--- config.mk ---
export PLATFORM = sky130hd
export DESIGN_NAME = timer_event_scheduler
export DESIGN_NICKNAME = d
export VERILOG_FILES = /design/src/rtl/tes_pkg.sv /design/src/rtl/timer_event_scheduler.sv
export SDC_FILE = /design/constraint.sdc
export NUM_CORES = 2
export LEC_CHECK = 0
export BUFFER_PORTS_ARGS = -buffer_cell sky130_fd_sc_hd__buf_2
export CORE_UTILIZATION = 45
export CTS_CLUSTER_DIAMETER = 80
export DETAILED_ROUTE_END_ITERATION = 10
export PLACE_DENSITY = 0.72
export SLEW_MARGIN = 10
export SYNTH_ARGS = -nofsm -noshare
export SYNTH_HDL_FRONTEND = slang
export SYNTH_SLANG_ARGS = --single-unit
--- constraint.sdc ---
create_clock -name clk -period 8.35 [get_ports clk]
set_input_delay 1.2525 -clock clk [delete_from_list [all_inputs] [get_ports clk]]
set_output_delay 1.2525 -clock clk [all_outputs]
set_load 0.01 [all_outputs]
--- src/rtl/tes_pkg.sv ---
// Package for the timer event scheduler: sequencer states, request codes and constants.
// No dependencies; used by rtl/timer_event_scheduler.sv.
package tes_pkg;

    localparam int DEFAULT_EVENT_TYPES = 10;

    localparam logic [1:0] REQ_SCHEDULE = 2'd0;
    localparam logic [1:0] REQ_ADVANCE  = 2'd1;
    localparam logic [1:0] REQ_FIRE     = 2'd2;

    localparam logic [3:0] TYPE_VIDEO   = 4'd0;
    localparam logic [3:0] TYPE_COMPARE = 4'd1;
    localparam logic [3:0] TYPE_CHECK   = 4'd8;

    localparam logic [63:0] COUNT_CLAMP     = 64'h0000_0000_6000_0000;
    localparam logic [32:0] COMPARE_PERIOD  = 33'h1_0000_0000;
    localparam logic [32:0] CHECK_AGAIN     = 33'd100;
    localparam logic [31:0] VI_PERIOD_RESET = 32'd1;

    typedef enum logic [3:0] {
        ST_IDLE,
        ST_SCAN,
        ST_SWEEP,
        ST_NOW_A,
        ST_NOW_B,
        ST_FIRE_CHK,
        ST_FIRE_REF,
        ST_FIRE_REARM,
        ST_REF_CHK,
        ST_REF_D,
        ST_REF_LD,
        ST_SCH_TGT,
        ST_SCH_RD,
        ST_SCH_WR,
        ST_SCH_CHK,
        ST_FIN
    } state_t;

    typedef enum logic [1:0] {
        RET_NONE,
        RET_FIN_NOW,
        RET_DONE
    } tail_t;

endpackage

--- src/rtl/timer_event_scheduler.sv ---
// Timer event scheduler top level: slot memory, sequencer and time registers.
// Depends on rtl/tes_pkg.sv for states, request codes and constants.
//
//  channel  | handshake             | payload
//  ---------+-----------------------+---------------------------------------------------
//  request  | start, busy           | req_type, event_type, delay, elapsed, rearm_check
//  result   | done (one cycle)      | head_valid, head_type, countdown, now_time,
//           |                       | fired_valid, fired_type, other_pending, error
//  config   | cfg_we                | cfg_wdata (vi_period)
//
// Each item is handled alone; busy is high from the cycle after acceptance until done,
// which is registered and rises in the first idle cycle, where the next item may be taken.
// The cost is set by the single read port of the slot memory: every scan or rank sweep
// reads the slots one after another. An advance item runs only the final head scan and
// time step, while a schedule or a fire walks the slot memory further before that, a fire
// with re-arm the furthest.
// Reset clears the valid bits and the base, leap and remainder registers at once; no clearing pass is needed.
// The receiver cannot stall: results are shown for exactly one cycle with done high.
module timer_event_scheduler #(
    parameter int EVENT_TYPES = tes_pkg::DEFAULT_EVENT_TYPES
) (
    input  logic        clk,
    input  logic        rst_n,
    input  logic        start,
    output logic        busy,
    input  logic [1:0]  req_type,
    input  logic [3:0]  event_type,
    input  logic [32:0] delay,
    input  logic [31:0] elapsed,
    input  logic        rearm_check,
    output logic        done,
    output logic        head_valid,
    output logic [3:0]  head_type,
    output logic [31:0] countdown,
    output logic [63:0] now_time,
    output logic        fired_valid,
    output logic [3:0]  fired_type,
    output logic        other_pending,
    output logic        error,
    input  logic        cfg_we,
    input  logic [31:0] cfg_wdata
);

    localparam int AW = (EVENT_TYPES > 1) ? $clog2(EVENT_TYPES) : 1;
    localparam int IW = $clog2(EVENT_TYPES + 1);
    localparam int RW = AW;
    localparam int MW = 64 + RW;

    // Slot memory: target time and insertion rank of each event type.
    logic [MW-1:0] mem [EVENT_TYPES];
    logic [MW-1:0] rdata_reg;
    logic [AW-1:0] raddr_q_reg;
    logic          rd_en_q_reg;
    logic          mem_we;
    logic [AW-1:0] mem_waddr;
    logic [MW-1:0] mem_wdata;
    logic          mem_re;
    logic [AW-1:0] mem_raddr;

    logic [63:0]   rd_target;
    logic [RW-1:0] rd_rank;

    tes_pkg::state_t state_reg, state_next;
    tes_pkg::state_t ret_reg, ret_next;
    tes_pkg::state_t ref_ret_reg, ref_ret_next;

    logic [EVENT_TYPES-1:0] valid_reg;
    logic [IW-1:0]          idx_reg;
    logic [31:0]            vi_period_reg;
    logic [63:0]            base_reg;
    logic [31:0]            leap_reg;
    logic [31:0]            rem_reg;
    logic [63:0]            sum_reg;
    logic [63:0]            now_reg;
    logic [63:0]            diff_reg;
    logic [63:0]            tgt_reg;
    logic [3:0]             sch_type_reg;
    logic [32:0]            sch_delay_reg;
    logic                   rearm_reg;
    logic [RW-1:0]          r_reg;
    logic                   best_v_reg;
    logic [AW-1:0]          best_idx_reg;
    logic [63:0]            best_t_reg;
    logic [RW-1:0]          best_rank_reg;
    logic                   fired_v_reg;
    logic [3:0]             fired_t_reg;
    logic                   err_reg;
    logic                   done_reg;

    logic          accept;
    logic          walk_done;
    logic [AW-1:0] sch_slot;
    logic          type_in_range;
    logic          better;
    logic          sweep_hit;
    logic [31:0]   load_val;

    assign rd_target = rdata_reg[MW-1:RW];
    assign rd_rank   = rdata_reg[RW-1:0];
    assign accept    = start && (state_reg == tes_pkg::ST_IDLE);
    assign walk_done = (idx_reg == IW'(EVENT_TYPES)) && !rd_en_q_reg;
    assign sch_slot  = sch_type_reg[AW-1:0];
    assign type_in_range = (32'(event_type) < 32'(EVENT_TYPES));

    // A slot wins the head if it is earlier, or equally early but inserted first.
    assign better = valid_reg[raddr_q_reg] &&
                    (!best_v_reg || (rd_target < best_t_reg) ||
                     ((rd_target == best_t_reg) && (rd_rank < best_rank_reg)));
    assign sweep_hit = valid_reg[raddr_q_reg] && (rd_rank > r_reg);

    // The head distance is signed: positive values above the clamp load the clamp.
    assign load_val = (!diff_reg[63] && (diff_reg > tes_pkg::COUNT_CLAMP)) ?
                      tes_pkg::COUNT_CLAMP[31:0] : diff_reg[31:0];

    always_ff @(posedge clk)
    begin
        if (mem_we)
        begin
            mem[mem_waddr] <= mem_wdata;
        end
        rdata_reg   <= mem[mem_raddr];
        raddr_q_reg <= mem_raddr;
    end

    always_ff @(posedge clk or negedge rst_n)
    begin
        if (!rst_n)
        begin
            rd_en_q_reg <= 1'b0;
        end
        else
        begin
            rd_en_q_reg <= mem_re;
        end
    end

    // Next state and return points of the shared scan, sweep and time steps.
    always_comb
    begin
        state_next   = state_reg;
        ret_next     = ret_reg;
        ref_ret_next = ref_ret_reg;
        unique case (state_reg)
            tes_pkg::ST_IDLE:
            begin
                if (accept)
                begin
                    if (req_type == tes_pkg::REQ_SCHEDULE && type_in_range)
                    begin
                        state_next = tes_pkg::ST_NOW_A;
                        ret_next   = tes_pkg::ST_SCH_TGT;
                    end
                    else if (req_type == tes_pkg::REQ_FIRE)
                    begin
                        state_next = tes_pkg::ST_SCAN;
                        ret_next   = tes_pkg::ST_FIRE_CHK;
                    end
                    else
                    begin
                        state_next = tes_pkg::ST_FIN;
                    end
                end
            end
            tes_pkg::ST_SCAN, tes_pkg::ST_SWEEP:
            begin
                if (walk_done)
                begin
                    state_next = ret_reg;
                end
            end
            tes_pkg::ST_NOW_A:
            begin
                state_next = tes_pkg::ST_NOW_B;
            end
            tes_pkg::ST_NOW_B:
            begin
                state_next = ret_reg;
            end
            tes_pkg::ST_FIRE_CHK:
            begin
                if (best_v_reg)
                begin
                    state_next = tes_pkg::ST_SWEEP;
                    ret_next   = tes_pkg::ST_FIRE_REF;
                end
                else
                begin
                    state_next = tes_pkg::ST_FIN;
                end
            end
            tes_pkg::ST_FIRE_REF:
            begin
                state_next   = tes_pkg::ST_SCAN;
                ret_next     = tes_pkg::ST_REF_CHK;
                ref_ret_next = tes_pkg::ST_FIRE_REARM;
            end
            tes_pkg::ST_FIRE_REARM:
            begin
                if (fired_t_reg == tes_pkg::TYPE_VIDEO || fired_t_reg == tes_pkg::TYPE_COMPARE ||
                    (fired_t_reg == tes_pkg::TYPE_CHECK && rearm_reg))
                begin
                    state_next = tes_pkg::ST_NOW_A;
                    ret_next   = tes_pkg::ST_SCH_TGT;
                end
                else
                begin
                    state_next = tes_pkg::ST_FIN;
                end
            end
            tes_pkg::ST_REF_CHK:
            begin
                if (best_v_reg)
                begin
                    state_next = tes_pkg::ST_NOW_A;
                    ret_next   = tes_pkg::ST_REF_D;
                end
                else
                begin
                    state_next = ref_ret_reg;
                end
            end
            tes_pkg::ST_REF_D:
            begin
                state_next = tes_pkg::ST_REF_LD;
            end
            tes_pkg::ST_REF_LD:
            begin
                state_next = ref_ret_reg;
            end
            tes_pkg::ST_SCH_TGT:
            begin
                state_next = valid_reg[sch_slot] ? tes_pkg::ST_SCH_RD : tes_pkg::ST_SCH_WR;
            end
            tes_pkg::ST_SCH_RD:
            begin
                state_next = tes_pkg::ST_SWEEP;
                ret_next   = tes_pkg::ST_SCH_WR;
            end
            tes_pkg::ST_SCH_WR:
            begin
                state_next = tes_pkg::ST_SCAN;
                ret_next   = tes_pkg::ST_SCH_CHK;
            end
            tes_pkg::ST_SCH_CHK:
            begin
                if (best_idx_reg == sch_slot)
                begin
                    state_next   = tes_pkg::ST_REF_CHK;
                    ref_ret_next = tes_pkg::ST_FIN;
                end
                else
                begin
                    state_next = tes_pkg::ST_FIN;
                end
            end
            tes_pkg::ST_FIN:
            begin
                // Final scan for the head, then the current time, then the result.
                if (ret_reg == tes_pkg::ST_FIN)
                begin
                    state_next = tes_pkg::ST_NOW_A;
                    ret_next   = tes_pkg::ST_IDLE;
                end
                else
                begin
                    state_next = tes_pkg::ST_SCAN;
                    ret_next   = tes_pkg::ST_FIN;
                end
            end
            default:
            begin
                state_next = tes_pkg::ST_IDLE;
            end
        endcase
    end

    // Handshake and memory port control.
    always_comb
    begin
        busy      = (state_reg != tes_pkg::ST_IDLE);
        done      = done_reg;
        mem_re    = 1'b0;
        mem_raddr = idx_reg[AW-1:0];
        mem_we    = 1'b0;
        mem_waddr = raddr_q_reg;
        mem_wdata = {rd_target, rd_rank - RW'(1)};
        unique case (state_reg)
            tes_pkg::ST_SCAN:
            begin
                mem_re = (idx_reg != IW'(EVENT_TYPES));
            end
            tes_pkg::ST_SWEEP:
            begin
                mem_re = (idx_reg != IW'(EVENT_TYPES));
                mem_we = rd_en_q_reg && sweep_hit;
            end
            tes_pkg::ST_SCH_TGT:
            begin
                mem_re    = 1'b1;
                mem_raddr = sch_slot;
            end
            tes_pkg::ST_SCH_WR:
            begin
                mem_we    = 1'b1;
                mem_waddr = sch_slot;
                mem_wdata = {tgt_reg, RW'($countones(valid_reg))};
            end
            default:
            begin
                mem_re = 1'b0;
            end
        endcase
    end

    always_ff @(posedge clk or negedge rst_n)
    begin
        if (!rst_n)
        begin
            state_reg     <= tes_pkg::ST_IDLE;
            ret_reg       <= tes_pkg::ST_IDLE;
            ref_ret_reg   <= tes_pkg::ST_IDLE;
            valid_reg     <= '0;
            idx_reg       <= '0;
            vi_period_reg <= tes_pkg::VI_PERIOD_RESET;
            base_reg      <= '0;
            leap_reg      <= '0;
            rem_reg       <= '0;
            best_v_reg    <= 1'b0;
            fired_v_reg   <= 1'b0;
            fired_t_reg   <= '0;
            err_reg       <= 1'b0;
            done_reg      <= 1'b0;
        end
        else
        begin
            state_reg   <= state_next;
            ret_reg     <= ret_next;
            ref_ret_reg <= ref_ret_next;

            // The result is shown once the final time step has landed in now_reg.
            done_reg <= (state_reg == tes_pkg::ST_NOW_B) && (ret_reg == tes_pkg::ST_IDLE);

            if (cfg_we)
            begin
                vi_period_reg <= cfg_wdata;
            end

            if (state_reg == tes_pkg::ST_SCAN || state_reg == tes_pkg::ST_SWEEP)
            begin
                if (idx_reg != IW'(EVENT_TYPES))
                begin
                    idx_reg <= idx_reg + IW'(1);
                end
            end
            else
            begin
                idx_reg <= '0;
            end

            if (state_next == tes_pkg::ST_SCAN && state_reg != tes_pkg::ST_SCAN)
            begin
                best_v_reg <= 1'b0;
            end
            else if (state_reg == tes_pkg::ST_SCAN && rd_en_q_reg && better)
            begin
                best_v_reg <= 1'b1;
            end

            unique case (state_reg)
                tes_pkg::ST_IDLE:
                begin
                    if (accept)
                    begin
                        fired_v_reg <= 1'b0;
                        fired_t_reg <= '0;
                        err_reg     <= 1'b0;
                        if (req_type == tes_pkg::REQ_ADVANCE)
                        begin
                            rem_reg <= rem_reg - elapsed;
                        end
                    end
                end
                tes_pkg::ST_FIRE_CHK:
                begin
                    if (best_v_reg)
                    begin
                        fired_v_reg             <= 1'b1;
                        fired_t_reg             <= 4'(best_idx_reg);
                        valid_reg[best_idx_reg] <= 1'b0;
                    end
                    else
                    begin
                        err_reg <= 1'b1;
                    end
                end
                tes_pkg::ST_REF_D:
                begin
                    base_reg <= now_reg;
                end
                tes_pkg::ST_REF_LD:
                begin
                    leap_reg <= load_val;
                    rem_reg  <= load_val;
                end
                tes_pkg::ST_SCH_RD:
                begin
                    valid_reg[sch_slot] <= 1'b0;
                end
                tes_pkg::ST_SCH_WR:
                begin
                    valid_reg[sch_slot] <= 1'b1;
                end
                default:
                begin
                    fired_v_reg <= fired_v_reg;
                end
            endcase
        end
    end

    // Payload registers of the datapath.
    always_ff @(posedge clk)
    begin
        if (accept)
        begin
            sch_type_reg  <= event_type;
            sch_delay_reg <= delay;
            rearm_reg     <= rearm_check;
        end
        if (state_reg == tes_pkg::ST_SCAN && rd_en_q_reg && better)
        begin
            best_idx_reg  <= raddr_q_reg;
            best_t_reg    <= rd_target;
            best_rank_reg <= rd_rank;
        end
        unique case (state_reg)
            tes_pkg::ST_NOW_A:
            begin
                sum_reg <= base_reg + {{32{leap_reg[31]}}, leap_reg};
            end
            tes_pkg::ST_NOW_B:
            begin
                now_reg <= sum_reg - {{32{rem_reg[31]}}, rem_reg};
            end
            tes_pkg::ST_FIRE_CHK:
            begin
                r_reg <= best_rank_reg;
            end
            tes_pkg::ST_FIRE_REARM:
            begin
                sch_type_reg <= fired_t_reg;
                if (fired_t_reg == tes_pkg::TYPE_VIDEO)
                begin
                    sch_delay_reg <= {1'b0, vi_period_reg};
                end
                else if (fired_t_reg == tes_pkg::TYPE_COMPARE)
                begin
                    sch_delay_reg <= tes_pkg::COMPARE_PERIOD;
                end
                else
                begin
                    sch_delay_reg <= tes_pkg::CHECK_AGAIN;
                end
            end
            tes_pkg::ST_REF_D:
            begin
                diff_reg <= best_t_reg - now_reg;
            end
            tes_pkg::ST_SCH_TGT:
            begin
                tgt_reg <= now_reg + {31'd0, sch_delay_reg};
            end
            tes_pkg::ST_SCH_RD:
            begin
                r_reg <= rd_rank;
            end
            default:
            begin
                sum_reg <= sum_reg;
            end
        endcase
    end

    always_comb
    begin
        head_valid    = best_v_reg;
        head_type     = best_v_reg ? 4'(best_idx_reg) : 4'd0;
        countdown     = rem_reg;
        now_time      = now_reg;
        fired_valid   = fired_v_reg;
        fired_type    = fired_t_reg;
        error         = err_reg;
        other_pending = 1'b0;
        for (int i = 0; i < EVENT_TYPES; i++)
        begin
            if (valid_reg[i] && (4'(i) != tes_pkg::TYPE_VIDEO) &&
                (4'(i) != tes_pkg::TYPE_COMPARE))
            begin
                other_pending = 1'b1;
            end
        end
    end

    a_done_single: assert property (@(posedge clk) disable iff (!rst_n)
        done |=> !done)
        else $error("result strobe held longer than one cycle");

    a_fire_or_error: assert property (@(posedge clk) disable iff (!rst_n)
        done |-> !(fired_valid && error))
        else $error("fire reported both a popped event and an error");

    a_head_pending: assert property (@(posedge clk) disable iff (!rst_n)
        (done && head_valid) |-> valid_reg[best_idx_reg])
        else $error("reported head slot is not pending");

    a_accept_busy: assert property (@(posedge clk) disable iff (!rst_n)
        accept |=> busy)
        else $error("accepted item did not raise busy");

endmodule
Yosys cells after proc, flatten, opt, wreduce, memory -nomap -nowiden
Memory sizes are Yosys's and may differ from the RTL's. A register that Yosys moved wholly into a read port is not among the register bits.
Cells that the tools add are included.
- equal/unequal tests: 35
- reduce and logical (&&, ||, !) cells: 44
- $add $sub $neg: 16
- $lt $le $gt $ge: 10
- multiplexer cells: 70
- bitwise operators: 5
- operator list (operator ; count):
    2-to-1 mux 33 bit ; 4
    subtractor 64 bit ; 2
    2-to-1 mux 32 bit ; 3
    2-to-1 mux 4 bit ; 24
    2-to-1 mux 68 bit ; 1
    adder 64 x 33 -> 64 bit ; 1
    adder 64 bit ; 1
    == test 64 bit ; 1
    > comparator 64 x 31 -> 1 bit, second input constant ; 1
    < comparator 64 bit ; 1
    case mux 32 bit (2 select lines) ; 1
    case mux 4 bit (14 select lines) ; 1
    == test 4 bit, second input constant ; 11
    case mux 4 bit (8 select lines) ; 1
    subtractor 32 bit ; 1
    case mux 10 bit (3 select lines) ; 1
    case mux 4 bit (2 select lines) ; 3
    bitwise AND 10 bit ; 2
    2-to-1 mux 1 bit ; 20
    NOT 10 bit ; 2
    == test 4 x 3 -> 1 bit, second input constant ; 4
    logical AND 1 bit ; 15
    < comparator 4 x 5 -> 1 bit, second input constant ; 3
    == test 4 x 1 -> 1 bit, second input constant ; 3
    other kinds (38) ; 73
- word-level logic and storage cells: 208
- memories kept: 1
- bits in writable memories: 680
- output and inout bits: 110
- register bits: 569
- memory list (name ; depth ; width ; read ports ; clocked after memory_dff ; wr ports ; line ; text):
    mem ; 10 ; 68 ; 1 ; 1 ; 1 ; timer_event_scheduler.sv:50 ; logic [MW-1:0] mem [EVENT_TYPES];

Logic depth before layout (Yosys ltp)
- depth after elaboration: 8
- mapped depth: 15

Worst setup path before layout
OpenSTA, ideal clock, no wires.
- path kind: reg-to-reg
- from: register best_t_reg[49]
- to: register best_idx_reg[0], enable pin
- path slack: 2.410 ns
- arrival: 5.411 ns
- required time: 7.821 ns
- cell stages (with the launch flop): 12
- cells stage by stage: edfxtp_1 > inv_1 > ha_1 > a21o_1 > a21o_1 > a21o_1 > a21o_1 > a21oi_1 > o21ai_0 > a211oi_1 > nand4_1 > o22ai_1
- cells in the longest elaborated chain, start to end: 5
- elaborated cells between the ends (all ways): 7
- those cells by class: order compare (1); eq/ne (1); reduce/logical (5)
- ends and longest elaborated chain (element ; line ; text):
    start: declaration ; timer_event_scheduler.sv:83 ; logic [63:0] best_t_reg;
    start signal: assignment ; timer_event_scheduler.sv:433 ; best_t_reg <= rd_target;
    < comparator 64 bit / == test 64 bit (equally long branches) ; timer_event_scheduler.sv:107, timer_event_scheduler.sv:108 ;
    logical OR 1 bit / logical AND 1 bit (equally long branches) ; timer_event_scheduler.sv:107, timer_event_scheduler.sv:108 ;
    logical OR 1 bit (*) ; timer_event_scheduler.sv:107 ; (!best_v_reg || (rd_target < best_t_reg) ||
    logical AND 1 bit (*) ; timer_event_scheduler.sv:106 ; assign better = valid_reg[raddr_q_reg] &&
    logical AND 1 bit (*) ; timer_event_scheduler.sv:430 ; if (state_reg == tes_pkg::ST_SCAN && rd_en_q_reg && better)
    end signal: assignment ; timer_event_scheduler.sv:432 ; best_idx_reg <= raddr_q_reg;
    end: declaration ; timer_event_scheduler.sv:82 ; logic [AW-1:0] best_idx_reg;
Every way passes the cells marked *; elsewhere a longest branch is shown, timed or not.
A chain may end at the register's enable or synchronous reset.

Worst setup path in the final report
- from: register state_reg[2]
- to: register rdata_reg[17] (read register of mem)
- cells in the longest elaborated chain, start to end: 2
- ends and longest elaborated chain (element ; line ; text):
    start: declaration ; timer_event_scheduler.sv:63 ; tes_pkg::state_t state_reg, state_next;
    start signal: assignment ; timer_event_scheduler.sv:319 ; state_reg <= tes_pkg::ST_IDLE;
    start signal: assignment ; timer_event_scheduler.sv:336 ; state_reg <= state_next;
    == test 4 bit ; timer_event_scheduler.sv:287 ; unique case (state_reg)
    2-to-1 mux 4 bit ; timer_event_scheduler.sv:287 ;
    end: declaration ; timer_event_scheduler.sv:51 ; logic [MW-1:0] rdata_reg;
No other way between the ends.

==> metrics.md <==
| Metric | Value |
|---|---|
| Worst Hold Class | flip-flop to flip-flop |
| Pre-Repair DR Iteration Count | 8 |
| CTS Buffer Depth | 3 |
| Ports | 218 |
| Outcome | finished, final reports clean |
| Footprint of the multi-input gates | 25900 um2 |
| Total Routed Length | 176000 um |
| Synthesis Warnings | 0 |
| Die height | 384 um |
| RD Place Congestion | 0.966 |
| Area growth syn-to-layout | 11.9% |
| Drt first-iter violations | 4031 |
| PortBufs | 217 |
| Die area | 147000 um2 |
| Worst hold endpoint | best_t_reg[0]$_DFFE_PP_ |
| Combinational Power Share | 38.1% |
| Skew final | 0.0329 ns |
| RR Endpoint | rdata_reg[17]$_DFF_P_ |
| Critical setup path kind | flip-flop to flip-flop |
| Core Region | approximately 140000 um2 |
| Post-layout min period | 4.70 ns |
| Root Driver | clkbuf_16 |
| R2R setup slack | 3.65 ns |
| FP Rows | 139 |
| Synth Register Bits | roughly 1300 |
| Crit-path max FO | 93 |
| H-Tree Depth | 4 |
| Post-DP HPWL | about 120000 um |
| Worst Max-Slew Pin Slew | 1.08 ns |
| Leakage Power | a little under 0.03 uW |
| Sequential area share after synthesis | 57.6% |
| Clock-pin slew on the worst setup and hold paths | 0.06 ns |
| CTS buffer count | 142 |
| Finish-stage setup viols | 0 |
| Grt ovf | 0 |
| Hold path cells | 0 |
| Sw power | approximately 10000 uW |
| DP Area | about 69000 um2 |
| CTS resizes | 0 |
| Layout Utilization | 50.9% |
| Fin Setup TNS | 0 ns |
| Period utilisation layout | ~56% |
| Data required, critical path | around 9.0 ns |
| Distinct cells, synth | between 90 and 100 |
| EDFF count, synth | 1050 |
| Post-detailed-route count of antenna-violating nets | 0 |
| Gr usage total | about a quarter |
| CTS tree | built |
| Min setup slack post-route | about 3.7 ns |
| Max Freq | around 210 MHz |
| Vias | 47400 |
| Internal power | 16600 uW |
| Die Width | 384 um |
| Clk_lat worst skew | 0.78 ns |
| HP Start | rdata_reg[4]$_DFF_P_ |
| Startpoint types | flip-flop |
| RSZ-0062 raised after global routing | no |
| Main synth FF type | edfxtp_1 |
| Flop pwr share | 38.3% |
| Mapped Nets | 6387 |
| Via density | 5.84 |
| Pre-CTS setup slack | ~3.7 ns |
| Worst EP arrival | 5.39 ns |
| Share of layout cells above drive strength 1 | between 10% and 20% |
| DRC Markers | 0 |
| Pwr dens | 363 nW/um2 |
| Syn_area_per_cell | roughly 11 um2 |
| Most common cell after layout, fill and taps aside | nand2_1 |
| Largest net degree at the start of global routing | approximately 180 |
| Asr flop ratio synth | between 10% and 20% |
| Hold_buf cts | 0 |
| Critical R2R Launch | state_reg[2]$_DFF_PN0_ |
| Initial Util | between 40% and 50% |
| Critical path capture point type | flip-flop |
| Fillers | 12300 |
| Final Instance Area | between 70000 and 80000 um2 |
| Initial antenna violation count | 9 |
| Worst rel slew slack | 27.4% |
| Synthesized area | 65600 um2 |
| Most frequent cells in the layout | 1130 x nand2_1, 1050 x edfxtp_1, 402 x a21oi_1 |
| Avg WL per Cell | 21.7 um |
| Vias in the first global route | between 40000 and 50000 |
| R2r worst-path depth | 12 |
| First-pass GRT wire length | 267000 um |
| Hold Fails Final Rpt | 0 |
| Clk network pwr share | 23.6% |
| Layout Nets | between 6000 and 7000 |
| Post-CTS Setup Bufs | 0 |
| Seq. cell area | 37800 um2 |
| Post-Syn Instances | 5939 |
| Final Max Tran Viols | 0 |
| Largest register FFs | 680 |
| Maximum vdd drop | between 0.2 and 0.25 mV |
| Switch share | 37.8% |
| MaxCap Viol Count | 0 |
| CTS Sinks | 1315 |
## cells by family (layout without fill, tap and decap cells)
kind of cell | count (synthesis) | count (layout) | share of synthesized area, %
DFF | 1315 | 1315 | 57.6
xor gates and xnor gates | 274 | 274 | 3.66
buffers and inverters | 562 | 828 | 3.28
and+or+nand+nor | 2027 | 2027 | 13.8
AOI/OAI and AO/OA | 1306 | 1306 | 13.0
other | 0 | 1 | 0
adders and majority gates | 340 | 340 | 6.61
muxes | 115 | 115 | 2.01
## worst max-delay path, cell delays in order, from the launching register on
cell and delay, ns:
dfrtp_1 0.79, nor2b_1 0.17, nand3_1 0.50, inv_2 0.27, nand2_1 0.13, a21boi_4 0.25, buf_4 0.67, buf_4 0.91
nand2_1 0.10, and3_1 0.21, a311oi_1 0.27, a31oi_1 0.08, a21oi_1 0.22
## power groups by stage
| stage | clock network [uW] | registers, uW | logic [uW] |
|---|---|---|---|
| finish | 6300 | 10200 | 10200 |
| global route | 6630 | 10300 | 11300 |
| CTS | 6390 | 10200 | 10100 |
| detailed placement | 0 | 10300 | 9980 |
| global placement | 0 | 10300 | 9830 |
| floorplan | 0 | 9860 | 7400 |
## synthesized netlist by cell type (10+ instances only)
master | instances | share of area [%]
a311oi_1 | 75 | 1.0
a21o_1 | 141 | 1.6
a31oi_1 | 119 | 1.1
o211ai_1 | 22 | 0.25
o21ai_1 | 16 | 0.12
edfxtp_1 | 1050 | 48
ha_1 | 329 | 6.3
a211oi_1 | 20 | 0.23
nor2b_1 | 44 | 0.42
and2_1 | 16 | 0.15
xor2_1 | 98 | 1.3
nor4_1 | 25 | 0.24
buf_2 | 32 | 0.24
nand4_1 | 64 | 0.61
a21oi_1 | 402 | 3.1
mux2_2 | 103 | 1.8
buf_1 | 20 | 0.11
inv_1 | 290 | 1.7
or2_2 | 10 | 0.095
dfrtp_1 | 192 | 7.3
nand2_1 | 1132 | 6.5
fa_1 | 11 | 0.34
dfxtp_1 | 72 | 2.2
o21a_1 | 46 | 0.53
and3_1 | 155 | 1.5
nand3_1 | 207 | 1.6
a41oi_1 | 10 | 0.13
nand2b_1 | 43 | 0.41
clkbuf_1 | 217 | 1.2
or3_1 | 19 | 0.18
a221oi_1 | 25 | 0.33
nor3_1 | 67 | 0.51
o21bai_1 | 33 | 0.38
a22o_1 | 57 | 0.76
o21ai_0 | 195 | 1.5
a21boi_0 | 13 | 0.15
o31ai_1 | 22 | 0.25
a211o_1 | 11 | 0.15
xnor2_1 | 176 | 2.3
nor2_1 | 209 | 1.2
## per-stage QoR
step,instances,hold slack [ns],power (uW)
2_1_floorplan,5939,0.406,17300
3_3_place_gp,7845,0.422,20100
3_5_place_dp,7845,0.429,20300
4_1_cts,8108,0.443,26700
5_1_grt,8108,0.446,28200
6_report,8109,0.440,26700
## how the worst max path moves through the flow
stage	from	endpoint	slack, ns
finish	state_reg[2]$_DFF_PN0_	rdata_reg[17]$_DFF_P_	3.65
global route	state_reg[2]$_DFF_PN0_	rdata_reg[41]$_DFF_P_	3.30
CTS	state_reg[0]$_DFF_PN0_	mem[3][42]$_DFFE_PP_	3.65
detailed placement	state_reg[0]$_DFF_PN0_	mem[3][59]$_DFFE_PP_	3.70
global placement	state_reg[0]$_DFF_PN0_	mem[3][59]$_DFFE_PP_	3.75
floorplan	best_t_reg[49]$_DFFE_PP_	best_idx_reg[0]$_DFFE_PP_	2.41
## metal layers
metal / part of all wire [%] / track usage (%)
met3: 6.9 / 2.97
met2: 47 / 38.2
met5: 0.019 / 0
met1: 43 / 32.2
met4: 3.1 / 8.16
## final cells by class
| cell class | instances | share of cell area [%] |
|---|---|---|
| flip-flops and latches | 1315 | 51.5 |
| multi-input cells | 4062 | 35.2 |
| clock buffers | 195 | 5.46 |
| well taps | 1903 | 3.24 |
| repair buffers | 273 | 2.12 |
| inverters | 292 | 1.51 |
| clock inverters | 68 | 0.926 |
| diodes | 1 | 0.00341 |
No activity file was read; power rests on OpenSTA's default activity.
